[config.mk]
export PLATFORM = sky130hd
export DESIGN_NAME = adc_deadband_change_tracker
export DESIGN_NICKNAME = d
export VERILOG_FILES = /design/src/rtl/adbct_pkg.sv /design/src/rtl/adbct_ctrl.sv /design/src/rtl/adbct_dp.sv /design/src/rtl/adc_deadband_change_tracker.sv
export SDC_FILE = /design/constraint.sdc
export NUM_CORES = 2
export LEC_CHECK = 0
export BUFFER_PORTS_ARGS = -buffer_cell sky130_fd_sc_hd__buf_2
export CORE_UTILIZATION = 60
export DETAILED_ROUTE_END_ITERATION = 10
export PLACE_DENSITY = 0.77
export SETUP_SLACK_MARGIN = 0.15
export SLEW_MARGIN = 10
export SYNTH_ARGS = -nofsm -noshare
export SYNTH_HDL_FRONTEND = slang
export SYNTH_SLANG_ARGS = --single-unit
[constraint.sdc]
create_clock -name aclk -period 10.5 [get_ports aclk]
set_input_delay 0 -clock aclk [delete_from_list [all_inputs] [get_ports aclk]]
set_output_delay 0 -clock aclk [all_outputs]
set_load 0.01 [all_outputs]
[src/rtl/adbct_pkg.sv]
// Shared types and constants of the deadband change tracker.
// No dependencies; imported by the controller, datapath, top level and checker.
`timescale 1ns / 1ps

package adbct_pkg;

    localparam int CH_W      = 5;
    localparam int VAL_W     = 16;
    localparam int CFG_W     = 19;
    localparam int CFG_IDX_W = 2;
    localparam int FUNC_W    = 2;
    localparam int STAT_W    = 2;
    localparam int S_TDATA_W = 24;
    localparam int M_TDATA_W = 24;

    // Results per service word, and the counter that tracks them.
    localparam int OUT_CAP = 16;
    localparam int CNT_W   = 4;

    // Channels that exist in hardware: 0..18 minus the reserved 12..14.
    localparam logic [31:0] CH_ALLOW_MASK = 32'h0007_8FFF;

    localparam logic [FUNC_W-1:0] FUNC_SAMPLE  = 2'd0;
    localparam logic [FUNC_W-1:0] FUNC_SERVICE = 2'd1;
    localparam logic [FUNC_W-1:0] FUNC_READ    = 2'd2;

    localparam logic [STAT_W-1:0] STAT_OK   = 2'd0;
    localparam logic [STAT_W-1:0] STAT_NONE = 2'd1;
    localparam logic [STAT_W-1:0] STAT_ERR  = 2'd2;

    localparam logic [CFG_IDX_W-1:0] CFG_DEADBAND    = 2'd0;
    localparam logic [CFG_IDX_W-1:0] CFG_IDLE_BAND   = 2'd1;
    localparam logic [CFG_IDX_W-1:0] CFG_IDLE_RELOAD = 2'd2;
    localparam logic [CFG_IDX_W-1:0] CFG_CH_MASK     = 2'd3;

    // Output register source select.
    localparam logic [1:0] SEL_NONE = 2'd0;
    localparam logic [1:0] SEL_READ = 2'd1;
    localparam logic [1:0] SEL_SCAN = 2'd2;

    typedef struct packed {
        logic            smp_upd;
        logic            scan;
        logic [CH_W-1:0] scan_ch;
        logic            out_load;
        logic [1:0]      out_sel;
        logic            out_last;
        logic            flag_clr;
    } adbct_cmd_t;

    typedef struct packed {
        logic any_hit;
        logic cur_hit;
        logic more_hit;
        logic out_free;
    } adbct_sts_t;

endpackage

[src/rtl/adbct_ctrl.sv]
// Controller of the deadband change tracker: decodes input words and walks
// the channel scan of a service word. Depends on adbct_pkg.
`timescale 1ns / 1ps

module adbct_ctrl (
    input  logic                      aclk,
    input  logic                      aresetn,
    input  logic                      s_tvalid,
    output logic                      s_tready,
    input  logic [adbct_pkg::FUNC_W-1:0] s_func,
    input  adbct_pkg::adbct_sts_t     sts,
    output adbct_pkg::adbct_cmd_t     cmd
);
    import adbct_pkg::*;

    localparam logic ST_IDLE = 1'b0;
    localparam logic ST_SCAN = 1'b1;

    logic            state_reg, state_next;
    logic [CH_W-1:0] scan_ch_reg, scan_ch_next;
    logic [CNT_W-1:0] cnt_reg, cnt_next;
    logic            last_hit;

    always_comb begin
        state_next   = state_reg;
        scan_ch_next = scan_ch_reg;
        cnt_next     = cnt_reg;
        s_tready     = 1'b0;
        cmd          = '0;
        cmd.scan_ch  = scan_ch_reg;
        last_hit     = (cnt_reg == CNT_W'(OUT_CAP - 1)) || !sts.more_hit;
        case (state_reg)
            ST_IDLE: begin
                s_tready = sts.out_free;
                if (s_tvalid && sts.out_free) begin
                    case (s_func)
                        FUNC_SAMPLE: begin
                            cmd.smp_upd = 1'b1;
                        end
                        FUNC_READ: begin
                            cmd.out_load = 1'b1;
                            cmd.out_sel  = SEL_READ;
                            cmd.out_last = 1'b1;
                        end
                        FUNC_SERVICE: begin
                            if (sts.any_hit) begin
                                state_next   = ST_SCAN;
                                scan_ch_next = '0;
                                cnt_next     = '0;
                            end else begin
                                cmd.out_load = 1'b1;
                                cmd.out_sel  = SEL_NONE;
                                cmd.out_last = 1'b1;
                            end
                        end
                        default: begin
                            // unused code: drop the word
                        end
                    endcase
                end
            end
            ST_SCAN: begin
                cmd.scan = 1'b1;
                if (sts.cur_hit) begin
                    // hold on a flagged channel until the output slot frees
                    if (sts.out_free) begin
                        cmd.out_load = 1'b1;
                        cmd.out_sel  = SEL_SCAN;
                        cmd.out_last = last_hit;
                        cmd.flag_clr = 1'b1;
                        cnt_next     = cnt_reg + 1'b1;
                        scan_ch_next = scan_ch_reg + 1'b1;
                        if (last_hit) begin
                            state_next = ST_IDLE;
                        end
                    end
                end else begin
                    scan_ch_next = scan_ch_reg + 1'b1;
                end
            end
            default: begin
                state_next = ST_IDLE;
            end
        endcase
    end

    always_ff @(posedge aclk) begin
        if (!aresetn) begin
            state_reg   <= ST_IDLE;
            scan_ch_reg <= '0;
            cnt_reg     <= '0;
        end else begin
            state_reg   <= state_next;
            scan_ch_reg <= scan_ch_next;
            cnt_reg     <= cnt_next;
        end
    end

endmodule

[src/rtl/adbct_dp.sv]
// Datapath of the deadband change tracker: configuration registers, per-channel
// stores, deadband compare and the output register. Depends on adbct_pkg.
`timescale 1ns / 1ps

module adbct_dp #(
    parameter int NUM_CHANNELS = 19,
    parameter int VALUE_BITS   = 16
) (
    input  logic                           aclk,
    input  logic                           aresetn,
    input  logic                           cfg_we,
    input  logic [adbct_pkg::CFG_IDX_W-1:0] cfg_index,
    input  logic [adbct_pkg::CFG_W-1:0]    cfg_wdata,
    input  logic [adbct_pkg::S_TDATA_W-1:0] s_tdata,
    input  adbct_pkg::adbct_cmd_t          cmd,
    output adbct_pkg::adbct_sts_t          sts,
    output logic                           m_tvalid,
    input  logic                           m_tready,
    output logic [adbct_pkg::M_TDATA_W-1:0] m_tdata,
    output logic [adbct_pkg::STAT_W-1:0]   m_tuser,
    output logic                           m_tlast
);
    import adbct_pkg::*;

    localparam int IDX_W = (NUM_CHANNELS > 1) ? $clog2(NUM_CHANNELS) : 1;

    logic [VAL_W-1:0] db_reg, idle_db_reg, idle_reload_reg;
    logic [CFG_W-1:0] mask_reg;

    logic [VALUE_BITS-1:0] pub_reg [NUM_CHANNELS];
    logic [VAL_W-1:0]      idle_reg [NUM_CHANNELS];
    logic [NUM_CHANNELS-1:0] flag_reg;

    logic [CH_W-1:0]       s_ch;
    logic [VAL_W-1:0]      s_val;
    logic                  s_port;
    logic [VALUE_BITS-1:0] smp;
    logic [31:0]           mask_ext, hit_ext;
    logic [NUM_CHANNELS-1:0] hit;
    logic                  ch_ok;
    logic [CH_W-1:0]       addr_ch;
    logic [IDX_W-1:0]      addr;
    logic [VALUE_BITS-1:0] pub_rd, diff;
    logic [VAL_W-1:0]      idle_rd, band;
    logic                  publish;

    logic                  m_valid_reg, m_last_reg;
    logic [CH_W-1:0]       m_ch_reg, m_ch_next;
    logic [VAL_W-1:0]      m_val_reg, m_val_next;
    logic [STAT_W-1:0]     m_stat_reg, m_stat_next;

    assign s_ch   = s_tdata[CH_W-1:0];
    assign s_val  = s_tdata[CH_W +: VAL_W];
    assign s_port = s_tdata[CH_W + VAL_W];
    assign smp    = s_val[VALUE_BITS-1:0];

    // Enabled channels: mask bit set and channel present in hardware.
    assign mask_ext = 32'(mask_reg) & CH_ALLOW_MASK;
    assign hit      = flag_reg & mask_ext[NUM_CHANNELS-1:0];
    assign hit_ext  = 32'(hit);
    assign ch_ok    = ({1'b0, s_ch} < (CH_W + 1)'(NUM_CHANNELS)) && mask_ext[s_ch];

    assign addr_ch = cmd.scan ? cmd.scan_ch : s_ch;
    assign addr    = addr_ch[IDX_W-1:0];
    assign pub_rd  = pub_reg[addr];
    assign idle_rd = idle_reg[addr];

    always_comb begin
        if (smp >= pub_rd) begin
            diff = smp - pub_rd;
        end else begin
            diff = pub_rd - smp;
        end
        band = ((idle_db_reg != '0) && (idle_rd == '0)) ? idle_db_reg : db_reg;
        publish = VAL_W'(diff) > band;
    end

    assign sts.any_hit  = |hit;
    assign sts.cur_hit  = hit_ext[cmd.scan_ch];
    assign sts.more_hit = |((hit_ext >> cmd.scan_ch) >> 1);
    assign sts.out_free = !m_valid_reg || m_tready;

    always_ff @(posedge aclk) begin
        if (!aresetn) begin
            db_reg          <= '0;
            idle_db_reg     <= '0;
            idle_reload_reg <= '0;
            mask_reg        <= '0;
        end else if (cfg_we) begin
            case (cfg_index)
                CFG_DEADBAND:    db_reg          <= cfg_wdata[VAL_W-1:0];
                CFG_IDLE_BAND:   idle_db_reg     <= cfg_wdata[VAL_W-1:0];
                CFG_IDLE_RELOAD: idle_reload_reg <= cfg_wdata[VAL_W-1:0];
                CFG_CH_MASK:     mask_reg        <= cfg_wdata;
                default: begin
                end
            endcase
        end
    end

    always_ff @(posedge aclk) begin
        if (!aresetn) begin
            for (int i = 0; i < NUM_CHANNELS; i++) begin
                pub_reg[i]  <= '0;
                idle_reg[i] <= '0;
            end
            flag_reg <= '0;
        end else begin
            if (cmd.smp_upd && ch_ok) begin
                if (publish) begin
                    pub_reg[addr]  <= smp;
                    flag_reg[addr] <= 1'b1;
                    idle_reg[addr] <= idle_reload_reg;
                end else if (idle_rd != '0) begin
                    idle_reg[addr] <= idle_rd - 1'b1;
                end
            end
            if (cmd.flag_clr) begin
                flag_reg[addr] <= 1'b0;
            end
        end
    end

    always_comb begin
        m_ch_next   = '0;
        m_val_next  = '0;
        m_stat_next = STAT_NONE;
        case (cmd.out_sel)
            SEL_READ: begin
                m_ch_next = s_ch;
                if (!s_port && ch_ok) begin
                    m_val_next  = VAL_W'(pub_rd);
                    m_stat_next = STAT_OK;
                end else begin
                    m_stat_next = STAT_ERR;
                end
            end
            SEL_SCAN: begin
                m_ch_next   = cmd.scan_ch;
                m_val_next  = VAL_W'(pub_rd);
                m_stat_next = STAT_OK;
            end
            default: begin
            end
        endcase
    end

    always_ff @(posedge aclk) begin
        if (!aresetn) begin
            m_valid_reg <= 1'b0;
        end else if (cmd.out_load) begin
            m_valid_reg <= 1'b1;
        end else if (m_tready) begin
            m_valid_reg <= 1'b0;
        end
    end

    always_ff @(posedge aclk) begin
        if (cmd.out_load) begin
            m_ch_reg   <= m_ch_next;
            m_val_reg  <= m_val_next;
            m_stat_reg <= m_stat_next;
            m_last_reg <= cmd.out_last;
        end
    end

    assign m_tvalid = m_valid_reg;
    assign m_tdata  = M_TDATA_W'({m_val_reg, m_ch_reg});
    assign m_tuser  = m_stat_reg;
    assign m_tlast  = m_last_reg;

endmodule

[src/rtl/adc_deadband_change_tracker.sv]
// Timing: a sample word updates its channel in the cycle it is taken; a read
//   result appears in the output register in the cycle after acceptance.
// Throughput: one sample word per cycle while the output is free; a service
//   word scans one channel per cycle, holding on a flagged channel while the
//   output stalls, and blocks input until its last result.
// Reset: synchronous, active low; clears configuration and all channel stores at once.
`timescale 1ns / 1ps

// Top level of the deadband change tracker.
// Depends on adbct_pkg, adbct_ctrl and adbct_dp.
module adc_deadband_change_tracker #(
    parameter int NUM_CHANNELS = 19,   // channels kept in the stores, 1..32
    parameter int VALUE_BITS   = 16    // stored sample width, 12..16
) (
    input  logic                            aclk,
    input  logic                            aresetn,
    // configuration write port
    input  logic                            cfg_we,
    input  logic [adbct_pkg::CFG_IDX_W-1:0] cfg_index,
    input  logic [adbct_pkg::CFG_W-1:0]     cfg_wdata,
    // input word stream
    input  logic                            s_tvalid,
    output logic                            s_tready,
    input  logic [adbct_pkg::S_TDATA_W-1:0] s_tdata,  // channel, sample_value, adc_port, pad
    input  logic [adbct_pkg::FUNC_W-1:0]    s_tuser,  // func
    // result word stream
    output logic                            m_tvalid,
    input  logic                            m_tready,
    output logic [adbct_pkg::M_TDATA_W-1:0] m_tdata,  // out_channel, out_value, pad
    output logic [adbct_pkg::STAT_W-1:0]    m_tuser,  // status
    output logic                            m_tlast
);
    import adbct_pkg::*;

    adbct_cmd_t cmd;
    adbct_sts_t sts;

    // Controller: accept words, drive the service scan.
    adbct_ctrl u_ctrl (
        .aclk     (aclk),
        .aresetn  (aresetn),
        .s_tvalid (s_tvalid),
        .s_tready (s_tready),
        .s_func   (s_tuser),
        .sts      (sts),
        .cmd      (cmd)
    );

    // Datapath: stores, band compare, output register.
    adbct_dp #(
        .NUM_CHANNELS (NUM_CHANNELS),
        .VALUE_BITS   (VALUE_BITS)
    ) u_dp (
        .aclk      (aclk),
        .aresetn   (aresetn),
        .cfg_we    (cfg_we),
        .cfg_index (cfg_index),
        .cfg_wdata (cfg_wdata),
        .s_tdata   (s_tdata),
        .cmd       (cmd),
        .sts       (sts),
        .m_tvalid  (m_tvalid),
        .m_tready  (m_tready),
        .m_tdata   (m_tdata),
        .m_tuser   (m_tuser),
        .m_tlast   (m_tlast)
    );

endmodule

# After elaboration in Yosys (flattened, before gate mapping)
# Memory sizes are Yosys's and may differ from the RTL's.
# Cells that the tools add are included.
[op_classes] n_addsub=5 n_eq_ne=14 n_mux=68 bitwise=6 reduce_logical=27 order_cmp=7 n_shift=1
[ops] op="16-bit two-way mux" n=6
[ops] op="19-bit two-way mux" n=4
[ops] op="5-bit two-way mux" n=10
[ops] op="19-bit AND" n=2
[ops] op="16-bit one-hot mux with 2 select lines" n=1
[ops] op="16-bit nonzero test" n=2
[ops] op="16-bit OR reduction" n=2
[ops] op="19-bit by 5-bit >> shifter with 32-bit output" n=1
[ops] op="16-bit subtractor" n=2
[ops] op="31-bit OR reduction" n=1
[ops] op="1-bit two-way mux" n=29
[ops] op="4-bit two-way mux" n=7
[ops] op="4-bit one-hot mux with 2 select lines" n=3
[ops] op="5-bit one-hot mux with 2 select lines" n=2
[ops] op="19-bit inverter" n=1
[ops] op="19-bit OR" n=1
[ops] op="19-bit OR reduction" n=1
[ops] op="5-bit by 6-bit < comparator with 1-bit output (second input constant)" n=3
[ops] op="16-bit >= comparator" n=1
[ops] op="16-bit greater-than comparator" n=1
[ops] op="16-bit logical NOT" n=1
[ops] op="16-bit by 1-bit subtractor with 16-bit output (second input constant)" n=1
[ops] op="1-bit binary-select mux with 5-bit select" n=2
[ops] op="2-bit == test (second input constant)" n=4
[ops] op="23 further kinds" n=40
[word_totals] input_bits=52 output_inout_bits=29 reg_bits=121 word_cells=143 mem_count=2 mem_bits_rw=608
[memory_table] memory="u_dp.idle_reg" depth=19 word_bits=16 read_ports=1 rd_clocked_by_memory_dff=0 write_ports=19 line="adbct_dp.sv:31" rtl="logic [VAL_W-1:0] idle_reg [NUM_CHANNELS];"
[memory_table] memory="u_dp.pub_reg" depth=19 word_bits=16 read_ports=1 rd_clocked_by_memory_dff=0 write_ports=19 line="adbct_dp.sv:30" rtl="logic [VALUE_BITS-1:0] pub_reg [NUM_CHANNELS];"

# Longest topological paths before layout
# An unclocked memory read counts as a cell.
[logic_depth] word_depth=14 ltp_mapped=43 mapped_depth_nobuf=31

# Cells and area by module
# Synthesis repeated with hierarchy kept, for this count alone.
[hier_totals] cells_unflattened=3930 area_unflattened_um2=51229.1
[modules_own_cells] mod="adbct_dp" seq_area_each_um2=32771.4 area_each_um2=50566.0 cells_per_inst=3854 n_inst=1
[modules_own_cells] mod="adbct_ctrl" seq_area_each_um2=200.2 area_each_um2=663.1 cells_per_inst=76 n_inst=1

# Worst setup path after synthesis
# OpenSTA, ideal clock, no wires.
[synth_path] path_type="flip-flop to flip-flop" start="register u_ctrl.scan_ch_reg[0]" end="memory u_dp.idle_reg[17][0], enable pin" t_required_ns=10.108 path_slack_ns=0.752 stages_incl_launch_ff=36 arrival_ns=9.355 setup_ns=0.392 period_less_slack_ns=9.748 n_path_buf=10 path_cell_list="dfxtp_1 -> buf_2 -> mux2_2 -> buf_6 -> buf_4 -> buf_2 -> buf_2 -> buf_2 -> buf_1 -> mux4_2 -> a22oi_1 -> nand2_1 -> a21oi_1 -> inv_1 -> ha_1 -> nor2b_1 -> o2111ai_1 -> nand3_1 -> a41oi_1 -> o21ai_0 -> a31oi_1 -> o21a_1 -> clkbuf_1 -> clkbuf_1 -> a31oi_1 -> xor2_1 -> ha_1 -> nand4_1 -> nor2_1 -> nand2_1 -> a211o_1 -> a31oi_1 -> nand4_1 -> clkbuf_1 -> o21ai_0 -> o21bai_1"
[synth_rtl] element="from (decl)" line="adbct_ctrl.sv:20" rtl="logic [CH_W-1:0] scan_ch_reg, scan_ch_next;"
[synth_rtl] element="from (signal assigned)" line="adbct_ctrl.sv:94" rtl="scan_ch_reg <= scan_ch_next;"
[synth_rtl] element="to (decl)" line="adbct_dp.sv:31"

==> results.cfg <==
[outcome]
outcome = completed

[final_layout]
final_common_cell = edfxtp_1
drive_gt1_frac = 0.131
nets = 4523
areaGrowthSynthToFinish_pct = 15.3
multiInputGateArea_um2 = 17200
fillCellCount = 5531
final_cell_mix = edfxtp_1 (1016), nor2_1 (543), conb_1 (515)
ff_latch_area_um2 = 33000

[synth]
synth_top_cell_by_area = edfxtp_1
synth_top_family_by_area = simple AND/OR/NAND/NOR gates
synth_xor_area_frac = 0.00493
syn-cell-area_um2 = 49700
ys_async_sr_fraction = 0
ys_ff_latch = 1139
yosysSeqAreaShare = 0.663
synth_flop_cell = edfxtp_1
synthSimpleGateAreaFrac = 0.110
synth_mux_area_frac = 0.0719
syn_inst = 3827
synth.distinct_cells = 90
yosysWarnings = 0
avgSynthCellArea_um2 = 13.0
synth_top_area_share = 0.614
synth_area_leaders = edfxtp_1 (61%), mux4_2 (6.2%), dfxtp_1 (5.0%), nor2_1 (4.1%), nand2_1 (3.4%)
synth_edf_count = 1016
synth-compound-area-share = 0.104
synth-adder-area-share = 0.0144

[critical_path]
cp_slowest_stage_delay_ns = 0.75
critPathCaptureType = register
required_ns = 10.83
crit_slowest_cell = nand2_1
cp_max_fo = 31
timing.critical_path.from_type = register
worstPathArrival_ns = 10.17
r2r_slack_ns = 0.66
crit_type = register to register

[global_routing]
antenna_found_initial = 4
grt_usage = 0.327
grt_pass1_wl_um = 205000
grt_pass1_vias = 33500
grt_overflow = 0
grt_max_degree = 81

[sta]
hold_violations = 0
rsz0062_at_grt = false
tightest_slew_ns = 1.29
finalCritPeriodShare = 0.938
max_freq_ghz = 0.102
whs_ns = 0.0474
setup-tns-final_ns = 0
slew_viol_final = 0
finalSetupViolCount = 0
skew_ns = 0.0989
slew_headroom = 0.138
period_needed_ns = 9.84

[placement]
io_buffer_count = 75
globalplace.congestion = 0.940
dp_hpwl_um = 87100

[routing]
ant_nets = 0
route.vias.total = 35000
wirelength_um = 138000
via_per_inst = 6.27
firstDrtPassIters = 9
drt_iter0_markers = 5006
detail_route.wl_per_cell_um = 24.8
drc = 0

[floorplan]
die_x_um = 290
core_um2 = 82000
die_h_um = 290
die-area_um2 = 84000
initial_utilization = 0.606
rows = 105
io_pins = 81

[job]
maxCapViolCount = 0

[cts]
clkSinkCount = 1139
clock_latency_ns = 0.74
clock_path_buffers = 3
cts_root_buf = clkbuf_16
path_clk_slew_ns = 0.06
cts_max_level = 3
cts_tree = built
cts_made_buffers = 111

[pwr]
irDropWorstVdd_mv = 0.194
p_per_area_nw_per_um2 = 174
power_leakage_nw = 21.0

[hold_path]
worstHoldPathType = input port to register
synthesized netlist by cell type, types with 14 or more instances:
cell type     n
edfxtp_1   1016
a311oi_1     20
buf_2        44
inv_1        83
clkbuf_1    197
o221a_2      17
nand3_1      85
nor2b_1      21
mux4_2      137
a22oi_1      71
xnor2_1      15
nand4_1      19
buf_1        31
a31oi_1      22
mux2i_1      42
ha_1         54
a211oi_1     24
dfxtp_1     123
a21o_1       30
and3_1       27
nor3_1       14
a41oi_1      46
nor2_1      543
nand2_1     450
a21oi_1     174
o21ai_0     264
final timing paths:
| check | start | endpoint | cells past startpoint |
|---|---|---|---|
| worst min register to register | u_dp.db_reg[8]$_SDFFE_PN0P_ | u_dp.db_reg[8]$_SDFFE_PN0P_ | 2 |
| worst max register to register | u_ctrl.state_reg$_SDFF_PN0_ | u_dp.idle_reg[5][13]$_SDFFCE_PN0P_ | 31 |
| worst min-delay path | s_tdata[0] | u_dp.m_ch_reg[0]$_DFFE_PP_ | 4 |
| worst max-delay path | u_ctrl.state_reg$_SDFF_PN0_ | u_dp.idle_reg[5][13]$_SDFFCE_PN0P_ | 31 |
worst max-delay path, delay by kind of cell, from the launching register on:
family	cells	cell delay (ns)
AOI/OAI and AO/OA	12	3.69
and+or+nand+nor	9	2.22
buffers and inverters	6	1.55
adders and majority gates	2	0.75
DFF	1	0.66
muxes	1	0.37
xor gates and xnor gates	1	0.16
report_power, final:
group          switching, mW  leakage, nW  internal (mW)
Sequential            0.0559         11.4           5.10
Combinational          0.590         7.81          0.321
Clock                   1.76         1.75           2.14
stage by stage:
step / instance area, µm² / std cells / power, mW / setup slack [ns] / utilization
after floorplan: 51600 / 4341 / 5.80 / 0.752 / -
after global placement: 53200 / 5321 / 6.08 / 0.899 / 0.649
after detailed placement: 53200 / 5321 / 6.11 / 0.825 / 0.649
after CTS: 57300 / 5580 / 9.94 / 0.794 / 0.699
after global routing: 57300 / 5581 / 10.2 / 0.171 / 0.699
final: 57300 / 5582 / 9.96 / 0.655 / 0.699
cells by family (layout without fill, tap and decap cells):
logic type                 Yosys count  in the layout
other                                1            516
xor gates and xnor gates            28             28
AOI/OAI and AO/OA                  792            792
buffers and inverters              375            545
and+or+nand+nor                   1251           1251
DFF                               1139           1139
muxes                              185            185
adders and majority gates           56             56
area by class of cell:
cell class,instances,share of cell area
tap,1070,0.0234
clock buffer,138,0.0517
antenna,1,0.0000437
clock inverter,71,0.0108
inverter,84,0.00555
timing repair buffer,252,0.0329
sequential,1139,0.575
multi-input combinational,2827,0.300
routing by layer:
layer / share of wire / track usage / wire length, µm
met1: 0.36 / 0.445 / 49500
met2: 0.46 / 0.502 / 63200
met3: 0.14 / 0.0811 / 18900
met4: 0.049 / 0.147 / 6780
met5: 0.00020 / 0 / 27
what timing repair did:
item / 4_1_cts / 5_1_grt
hold buffers: 50 / 0
buffers inserted: 0 / 0
gates resized for setup: 0 / 2
endpoints found under the setup margin: 0 / 150
hold endpoints to repair: 94 / 0
(Power assumes the default switching activity.)
